--- src/rtl/setq_pkg.sv ---
package setq_pkg;

	localparam int NUM_TIMERS_DEF = 32;
	localparam int TIME_BITS_DEF  = 32;
	localparam int TIME_IN_BITS   = 32;
	localparam int ID_BITS        = 5;
	// A tick pops at most this many timers; the rest wait for the next tick.
	localparam int MAX_POPS       = 32;

	typedef enum logic [1:0] {
		ACT_ADD    = 2'd0,
		ACT_ADJUST = 2'd1,
		ACT_DELETE = 2'd2,
		ACT_TICK   = 2'd3
	} action_t;

	typedef enum logic [1:0] {
		STAT_DONE     = 2'd0,
		STAT_ACTIVE   = 2'd1,
		STAT_INACTIVE = 2'd2
	} status_t;

	typedef struct packed {
		action_t                   action;
		logic [ID_BITS-1:0]        timer_id;
		logic [TIME_IN_BITS-1:0]   expire_time;
		logic [TIME_IN_BITS-1:0]   current_time;
	} req_item_t;

	typedef struct packed {
		status_t                   status;
		logic                      expired_valid;
		logic [ID_BITS-1:0]        expired_id;
		logic                      last;
	} rsp_item_t;

	typedef enum logic [1:0] {
		CELL_HOLD   = 2'd0,
		CELL_INSERT = 2'd1,
		CELL_REMOVE = 2'd2,
		CELL_POP    = 2'd3
	} cell_op_t;

	typedef struct packed {
		cell_op_t           op;
		logic [ID_BITS-1:0] id;
	} cell_cmd_t;

	typedef struct packed {
		logic               valid;
		logic [ID_BITS-1:0] id;
	} cell_tag_t;

	// Flags that ripple from the head toward the tail.
	typedef struct packed {
		logic keep;
		logic found;
	} cell_flags_t;

endpackage

--- src/rtl/setq_cell.sv ---
module setq_cell #(
	parameter int TIME_BITS = setq_pkg::TIME_BITS_DEF
) (
	input  logic                  clk,
	input  logic                  arst_n,
	input  setq_pkg::cell_cmd_t   cmd,
	input  logic [TIME_BITS-1:0]  cmd_expiry,
	input  setq_pkg::cell_tag_t   left_tag,
	input  logic [TIME_BITS-1:0]  left_expiry,
	input  setq_pkg::cell_flags_t left_flags,
	input  setq_pkg::cell_tag_t   right_tag,
	input  logic [TIME_BITS-1:0]  right_expiry,
	output setq_pkg::cell_tag_t   tag,
	output logic [TIME_BITS-1:0]  expiry,
	output setq_pkg::cell_flags_t flags
);
	import setq_pkg::*;

	cell_tag_t             tag_q, tag_d;
	logic [TIME_BITS-1:0]  expiry_q, expiry_d;

	// A new timer goes after this cell when this cell's expiry is not later.
	assign flags.keep  = tag_q.valid && !(cmd_expiry < expiry_q);
	assign flags.found = left_flags.found || (tag_q.valid && (tag_q.id == cmd.id));

	always_comb begin
		tag_d    = tag_q;
		expiry_d = expiry_q;
		unique case (cmd.op)
			CELL_INSERT: begin
				if (!flags.keep) begin
					if (left_flags.keep) begin
						tag_d.valid = 1'b1;
						tag_d.id    = cmd.id;
						expiry_d    = cmd_expiry;
					end else begin
						tag_d    = left_tag;
						expiry_d = left_expiry;
					end
				end
			end
			CELL_REMOVE: begin
				if (flags.found) begin
					tag_d    = right_tag;
					expiry_d = right_expiry;
				end
			end
			CELL_POP: begin
				tag_d    = right_tag;
				expiry_d = right_expiry;
			end
			default: begin
			end
		endcase
	end

	always_ff @(posedge clk or negedge arst_n) begin
		if (!arst_n) begin
			tag_q <= '0;
		end else begin
			tag_q <= tag_d;
		end
	end

	always_ff @(posedge clk) begin
		expiry_q <= expiry_d;
	end

	assign tag    = tag_q;
	assign expiry = expiry_q;

endmodule

--- src/rtl/setq_chain.sv ---
module setq_chain #(
	parameter int NUM_TIMERS = setq_pkg::NUM_TIMERS_DEF,
	parameter int TIME_BITS  = setq_pkg::TIME_BITS_DEF
) (
	input  logic                 clk,
	input  logic                 arst_n,
	input  setq_pkg::cell_cmd_t  cmd,
	input  logic [TIME_BITS-1:0] cmd_expiry,
	output setq_pkg::cell_tag_t  head_tag,
	output logic [TIME_BITS-1:0] head_expiry,
	output logic                 second_valid,
	output logic [TIME_BITS-1:0] second_expiry
);
	import setq_pkg::*;

	cell_tag_t            tags    [NUM_TIMERS];
	logic [TIME_BITS-1:0] expiries[NUM_TIMERS];
	cell_flags_t          flags   [NUM_TIMERS];

	for (genvar i = 0; i < NUM_TIMERS; i++) begin : g_cell
		cell_tag_t            l_tag, r_tag;
		logic [TIME_BITS-1:0] l_exp, r_exp;
		cell_flags_t          l_flags;

		if (i == 0) begin : g_head
			assign l_tag         = '0;
			assign l_exp         = '0;
			assign l_flags.keep  = 1'b1;
			assign l_flags.found = 1'b0;
		end else begin : g_link_l
			assign l_tag   = tags[i-1];
			assign l_exp   = expiries[i-1];
			assign l_flags = flags[i-1];
		end

		if (i == NUM_TIMERS - 1) begin : g_tail
			assign r_tag = '0;
			assign r_exp = '0;
		end else begin : g_link_r
			assign r_tag = tags[i+1];
			assign r_exp = expiries[i+1];
		end

		setq_cell #(
			.TIME_BITS(TIME_BITS)
		) u_cell (
			.clk         (clk),
			.arst_n      (arst_n),
			.cmd         (cmd),
			.cmd_expiry  (cmd_expiry),
			.left_tag    (l_tag),
			.left_expiry (l_exp),
			.left_flags  (l_flags),
			.right_tag   (r_tag),
			.right_expiry(r_exp),
			.tag         (tags[i]),
			.expiry      (expiries[i]),
			.flags       (flags[i])
		);
	end

	assign head_tag      = tags[0];
	assign head_expiry   = expiries[0];
	assign second_valid  = tags[1].valid;
	assign second_expiry = expiries[1];

endmodule

--- src/rtl/sorted_expiry_timer_queue_unit.sv ---
// Channel  Dir  Handshake            Payload
// req      in   req_valid/req_ready  setq_pkg::req_item_t (action, id, expiry, current time)
// rsp      out  rsp_valid/rsp_ready  setq_pkg::rsp_item_t (status, expired id, last)
//
// Add runs an insert step, delete a remove step, adjust a remove then an insert step, errors
// go straight to the reply step, and a tick runs one step per result (a popped timer or the single
// empty result); the control sequencer steps the cell row: one shift per cycle unless rsp stalls.
// Reset empties the row and marks every slot inactive at once; there is no clearing pass.
// A stalled rsp channel holds the sequencer in its insert, reply or tick step, leaving the row untouched.
module sorted_expiry_timer_queue_unit #(
	parameter int NUM_TIMERS = setq_pkg::NUM_TIMERS_DEF,
	parameter int TIME_BITS  = setq_pkg::TIME_BITS_DEF
) (
	input  logic                clk,
	input  logic                arst_n,
	input  logic                req_valid,
	output logic                req_ready,
	input  setq_pkg::req_item_t req,
	output logic                rsp_valid,
	input  logic                rsp_ready,
	output setq_pkg::rsp_item_t rsp
);
	import setq_pkg::*;

	localparam int IDW      = (NUM_TIMERS > 1) ? $clog2(NUM_TIMERS) : 1;
	localparam int POP_BITS = $clog2(MAX_POPS);

	typedef enum logic [2:0] {
		S_IDLE,
		S_REMOVE,
		S_INSERT,
		S_REPLY,
		S_TICK
	} state_t;

	state_t                 state_q;
	action_t                act_q;
	status_t                status_q;
	logic [ID_BITS-1:0]     id_q;
	logic [TIME_BITS-1:0]   exp_q, now_q;
	logic [POP_BITS-1:0]    pop_cnt_q;
	logic [NUM_TIMERS-1:0]  slot_active_q;
	rsp_item_t              rsp_q;
	logic                   rsp_valid_q;

	logic [TIME_BITS-1:0]   exp_in, now_in;
	logic [IDW-1:0]         slot_idx, head_idx;
	logic                   in_range, slot_busy;
	logic                   out_free, head_expired, second_expired, pop_last;

	cell_cmd_t              cmd;
	cell_tag_t              head_tag;
	logic [TIME_BITS-1:0]   head_expiry, second_expiry;
	logic                   second_valid;

	// Times are kept in their low TIME_BITS bits.
	always_comb begin
		exp_in = '0;
		now_in = '0;
		for (int b = 0; b < TIME_BITS && b < TIME_IN_BITS; b++) begin
			exp_in[b] = req.expire_time[b];
			now_in[b] = req.current_time[b];
		end
	end

	assign in_range  = 32'(req.timer_id) < NUM_TIMERS;
	assign slot_idx  = IDW'(req.timer_id);
	assign slot_busy = slot_active_q[slot_idx];
	assign head_idx  = IDW'(head_tag.id);

	assign req_ready      = (state_q == S_IDLE);
	assign out_free       = !rsp_valid_q || rsp_ready;
	assign head_expired   = head_tag.valid && !(now_q < head_expiry);
	assign second_expired = second_valid && !(now_q < second_expiry);
	assign pop_last       = (pop_cnt_q == POP_BITS'(MAX_POPS - 1)) || !second_expired;

	always_comb begin
		cmd.op = CELL_HOLD;
		cmd.id = id_q;
		unique case (state_q)
			S_REMOVE: cmd.op = CELL_REMOVE;
			S_INSERT: if (out_free) cmd.op = CELL_INSERT;
			S_TICK:   if (out_free && head_expired) cmd.op = CELL_POP;
			default:  cmd.op = CELL_HOLD;
		endcase
	end

	setq_chain #(
		.NUM_TIMERS(NUM_TIMERS),
		.TIME_BITS (TIME_BITS)
	) u_chain (
		.clk          (clk),
		.arst_n       (arst_n),
		.cmd          (cmd),
		.cmd_expiry   (exp_q),
		.head_tag     (head_tag),
		.head_expiry  (head_expiry),
		.second_valid (second_valid),
		.second_expiry(second_expiry)
	);

	always_ff @(posedge clk or negedge arst_n) begin
		if (!arst_n) begin
			state_q       <= S_IDLE;
			act_q         <= ACT_ADD;
			status_q      <= STAT_DONE;
			id_q          <= '0;
			exp_q         <= '0;
			now_q         <= '0;
			pop_cnt_q     <= '0;
			slot_active_q <= '0;
			rsp_q         <= '0;
			rsp_valid_q   <= 1'b0;
		end else begin
			if (rsp_ready) begin
				rsp_valid_q <= 1'b0;
			end
			unique case (state_q)
				S_IDLE: begin
					if (req_valid) begin
						act_q     <= req.action;
						id_q      <= req.timer_id;
						exp_q     <= exp_in;
						now_q     <= now_in;
						pop_cnt_q <= '0;
						status_q  <= STAT_DONE;
						if (req.action == ACT_TICK) begin
							state_q <= S_TICK;
						end else if (!in_range) begin
							status_q <= STAT_INACTIVE;
							state_q  <= S_REPLY;
						end else if (req.action == ACT_ADD) begin
							if (slot_busy) begin
								status_q <= STAT_ACTIVE;
								state_q  <= S_REPLY;
							end else begin
								slot_active_q[slot_idx] <= 1'b1;
								state_q                 <= S_INSERT;
							end
						end else if (!slot_busy) begin
							status_q <= STAT_INACTIVE;
							state_q  <= S_REPLY;
						end else begin
							if (req.action == ACT_DELETE) begin
								slot_active_q[slot_idx] <= 1'b0;
							end
							state_q <= S_REMOVE;
						end
					end
				end
				S_REMOVE: begin
					state_q <= (act_q == ACT_ADJUST) ? S_INSERT : S_REPLY;
				end
				S_INSERT, S_REPLY: begin
					if (out_free) begin
						rsp_q.status        <= (state_q == S_REPLY) ? status_q : STAT_DONE;
						rsp_q.expired_valid <= 1'b0;
						rsp_q.expired_id    <= '0;
						rsp_q.last          <= 1'b1;
						rsp_valid_q         <= 1'b1;
						state_q             <= S_IDLE;
					end
				end
				S_TICK: begin
					if (out_free) begin
						rsp_q.status <= STAT_DONE;
						rsp_valid_q  <= 1'b1;
						if (head_expired) begin
							rsp_q.expired_valid     <= 1'b1;
							rsp_q.expired_id        <= head_tag.id;
							rsp_q.last              <= pop_last;
							slot_active_q[head_idx] <= 1'b0;
							pop_cnt_q               <= pop_cnt_q + 1'b1;
							if (pop_last) begin
								state_q <= S_IDLE;
							end
						end else begin
							// Nothing had expired: one empty result.
							rsp_q.expired_valid <= 1'b0;
							rsp_q.expired_id    <= '0;
							rsp_q.last          <= 1'b1;
							state_q             <= S_IDLE;
						end
					end
				end
				default: state_q <= S_IDLE;
			endcase
		end
	end

	assign rsp_valid = rsp_valid_q;
	assign rsp       = rsp_q;

endmodule

--- config.mk ---
export PLATFORM = sky130hd
export DESIGN_NAME = sorted_expiry_timer_queue_unit
export DESIGN_NICKNAME = d
export VERILOG_FILES = /design/src/rtl/setq_pkg.sv /design/src/rtl/setq_cell.sv /design/src/rtl/setq_chain.sv /design/src/rtl/sorted_expiry_timer_queue_unit.sv
export SDC_FILE = /design/constraint.sdc
export NUM_CORES = 2
export LEC_CHECK = 0
export ABC_CLOCK_PERIOD_IN_PS = 8270
export BUFFER_PORTS_ARGS = -buffer_cell sky130_fd_sc_hd__buf_2
export CAP_MARGIN = 40
export CORE_MARGIN = 2
export CORE_UTILIZATION = 50
export DETAILED_ROUTE_END_ITERATION = 10
export GPL_ROUTABILITY_DRIVEN = 0
export HOLD_SLACK_MARGIN = 0.1
export PLACE_DENSITY_LB_ADDON = 0.1
export RECOVER_POWER = 50
export SKIP_CTS_REPAIR_TIMING = 1
export SLEW_MARGIN = 20
export SYNTH_ARGS = -nofsm -noshare
export SYNTH_HDL_FRONTEND = slang
export SYNTH_HIERARCHICAL = 1
export SYNTH_SLANG_ARGS = --single-unit
--- constraint.sdc ---
create_clock -name clk -period 8.27 [get_ports clk]
set_clock_uncertainty 0.05 [all_clocks]
set_input_delay 0.827 -clock clk [delete_from_list [all_inputs] [get_ports clk]]
set_output_delay 0.827 -clock clk [all_outputs]
set_load 0.05 [all_outputs]
==> results.ini <==
[critical_path]
cp-start-kind = register
cp.arrival_ns = 8.70
endpoint_kind = register
critical_path_class = register to register
r2r-end = u_chain/g_cell[31].u_cell/tag[0]$_DFFE_PN0P_
slowest_stage = dfrtp_4
slowest_delay_ns = 0.50
ff2ff_setup_slack_ns = 0.26
r2r-start = id_q[2]$_DFFE_PN0P_
path_max_fanout = 5
ff2ff_path_depth = 39
cp_common_cell = o21bai_2
critical_path_required_ns = 8.96

[timing]
hold_violations = 0
tightestPinTransition_ns = 3.61
period_needed_ns = 8.01
fmax_ghz = 0.125
slew_violations = 2430
whs_ns = 0.122
setup_viol = 0
slew_headroom_pct = -140
period_share_pct = 96.9

[drt]
antenna_left = 0
viasPerCell = 6.14
vias = 90200
drc = 0
wl_per_cell_um = 23.2
drtPass1Iterations = 6
drtIter0Drc = 10100
wl_mm = 341

[place]
io_buffers = 85
dp_cells = 14400
placed_area_sq_um = 111000
dp.final_hpwl_mm = 248

[outcome]
violations = max-capacitance violations, max-slew violations
status = finished with violations

[clock_network]
cts_root_buffer = clkbuf_16
htreeDepth = 4
tritoncts = built
clock-sinks = 1339
cts.clk_slew.worst_paths_ns = 0.06
cts_made_buffers = 167
insertion_delay_ns = 0.85
cts_buffer_depth = 3

[layout]
area_delta_synth_final_pct = 8.89
fin_util_pct = 54.9
regArea_sq_um = 38800
multiInputGateArea_sq_um = 61300
stdcell_area_sq_um = 117000
finalNetCount = 12900
fin_cells = 14700
fillCellCount = 19100
layout-drive-gt1-share_pct = 9.81

[die]
die_h_um = 467
die_x_um = 467
rows = 169
initial_core_util_pct = 50.4
die-area_sq_um = 218000
coreArea_sq_um = 213000
io_pins = 86

[min_path]
hold_path.startpoint = req[49]
holdPathEnd = exp_q[17]$_DFFE_PN0P_
hold_class = primary input to register
whs_path_depth = 3

[logic_synthesis]
syn_area_sq_um = 107000
synthCells = 11700
yosys_warnings = 6
synth_area_per_cell_sq_um = 9.13

[grt]
antenna_found_initial = 7
grt_pass1_vias = 87400
grt_usage_pct = 30.6
grt_first_pass_wirelength_mm = 526
overflow = 0
grt_max_degree = 221

[flow_run]
cap_violations = 31

flip-flops by register name, summed over array words and instances, names as in the netlist, 3 cells and up, named ones only:
signal and flops:
u_chain/g_cell.u_cell/expiry 1024, u_chain/g_cell.u_cell/tag 192, exp_q 32, now_q 32, rsp 9, id_q 5
pop_cnt_q 5, state_q 3
metal layers:
metal	part of all wire, %	GRT usage [%]
met5	0.063	0
met4	2.4	7.87
met3	9.1	6.49
met2	42	43.7
met1	47	46.3
placed cells by master, fill, tap and decap left out, types with 33 or more instances in the layout:
cell / count
dfrtp_1: 278
clkbuf_16: 171
o21ai_1: 66
a22oi_2: 57
a21oi_1: 509
conb_1: 80
nand4_1: 132
mux2i_1: 1199
buf_4: 160
o221ai_1: 254
a211oi_1: 34
a2bb2oi_1: 34
o21ai_2: 63
o21ai_0: 1614
o221ai_2: 35
xnor2_1: 161
buf_2: 74
o211ai_1: 67
ha_1: 1056
dfrtp_4: 36
clkbuf_1: 82
nand2_1: 2180
a221oi_2: 63
a21oi_2: 95
nand4_4: 33
a22o_1: 38
edfxtp_1: 1024
nor2_1: 190
inv_1: 1380
nand3_1: 110
nor2b_1: 38
worst max-delay path: cells and delay by family, from the launching register on:
family,cells,cell delay (ns)
buffers and inverters,1,0.16
AOI/OAI and AO/OA,35,6.77
and+or+nand+nor,2,0.26
xor gates and xnor gates,1,0.14
DFF,1,0.50
how the worst max path moves through the flow:
stage	slack, ns	start	endpoint	cells past startpoint
2_1_floorplan	0.02	id_q[3]$_DFFE_PN0P_	u_chain/g_cell[31].u_cell/expiry[0]$_DFFE_PP_	37
3_3_place_gp	-0.03	id_q[4]$_DFFE_PN0P_	u_chain/g_cell[31].u_cell/expiry[1]$_DFFE_PP_	37
3_5_place_dp	-0.02	id_q[4]$_DFFE_PN0P_	u_chain/g_cell[31].u_cell/tag[2]$_DFFE_PN0P_	39
4_1_cts	-0.07	id_q[4]$_DFFE_PN0P_	u_chain/g_cell[31].u_cell/tag[2]$_DFFE_PN0P_	39
5_1_grt	-0.03	id_q[2]$_DFFE_PN0P_	u_chain/g_cell[31].u_cell/tag[1]$_DFFE_PN0P_	39
6_report	0.26	id_q[2]$_DFFE_PN0P_	u_chain/g_cell[31].u_cell/tag[0]$_DFFE_PN0P_	39
layout make-up:
type,count,share of cell area [%]
multi-input combinational,8513,52.6
sequential,1339,33.2
inverter,1380,4.44
clock buffer,231,3.98
tap,2821,3.03
timing repair buffer,319,2.10
clock inverter,77,0.602
antenna,5,0.0107
metrics by stage:
stage,setup TNS [ns],setup WS [ns]
floorplan,0,0.0248
global placement,-0.919,-0.0318
detailed placement,-0.0356,-0.0191
CTS,-1.24,-0.0694
global route,-0.111,-0.0324
finish,0,0.260
Power is left out: the tool's default activity adds up to more than one toggle a clock period on the data nets, which glitch-free logic cannot reach.
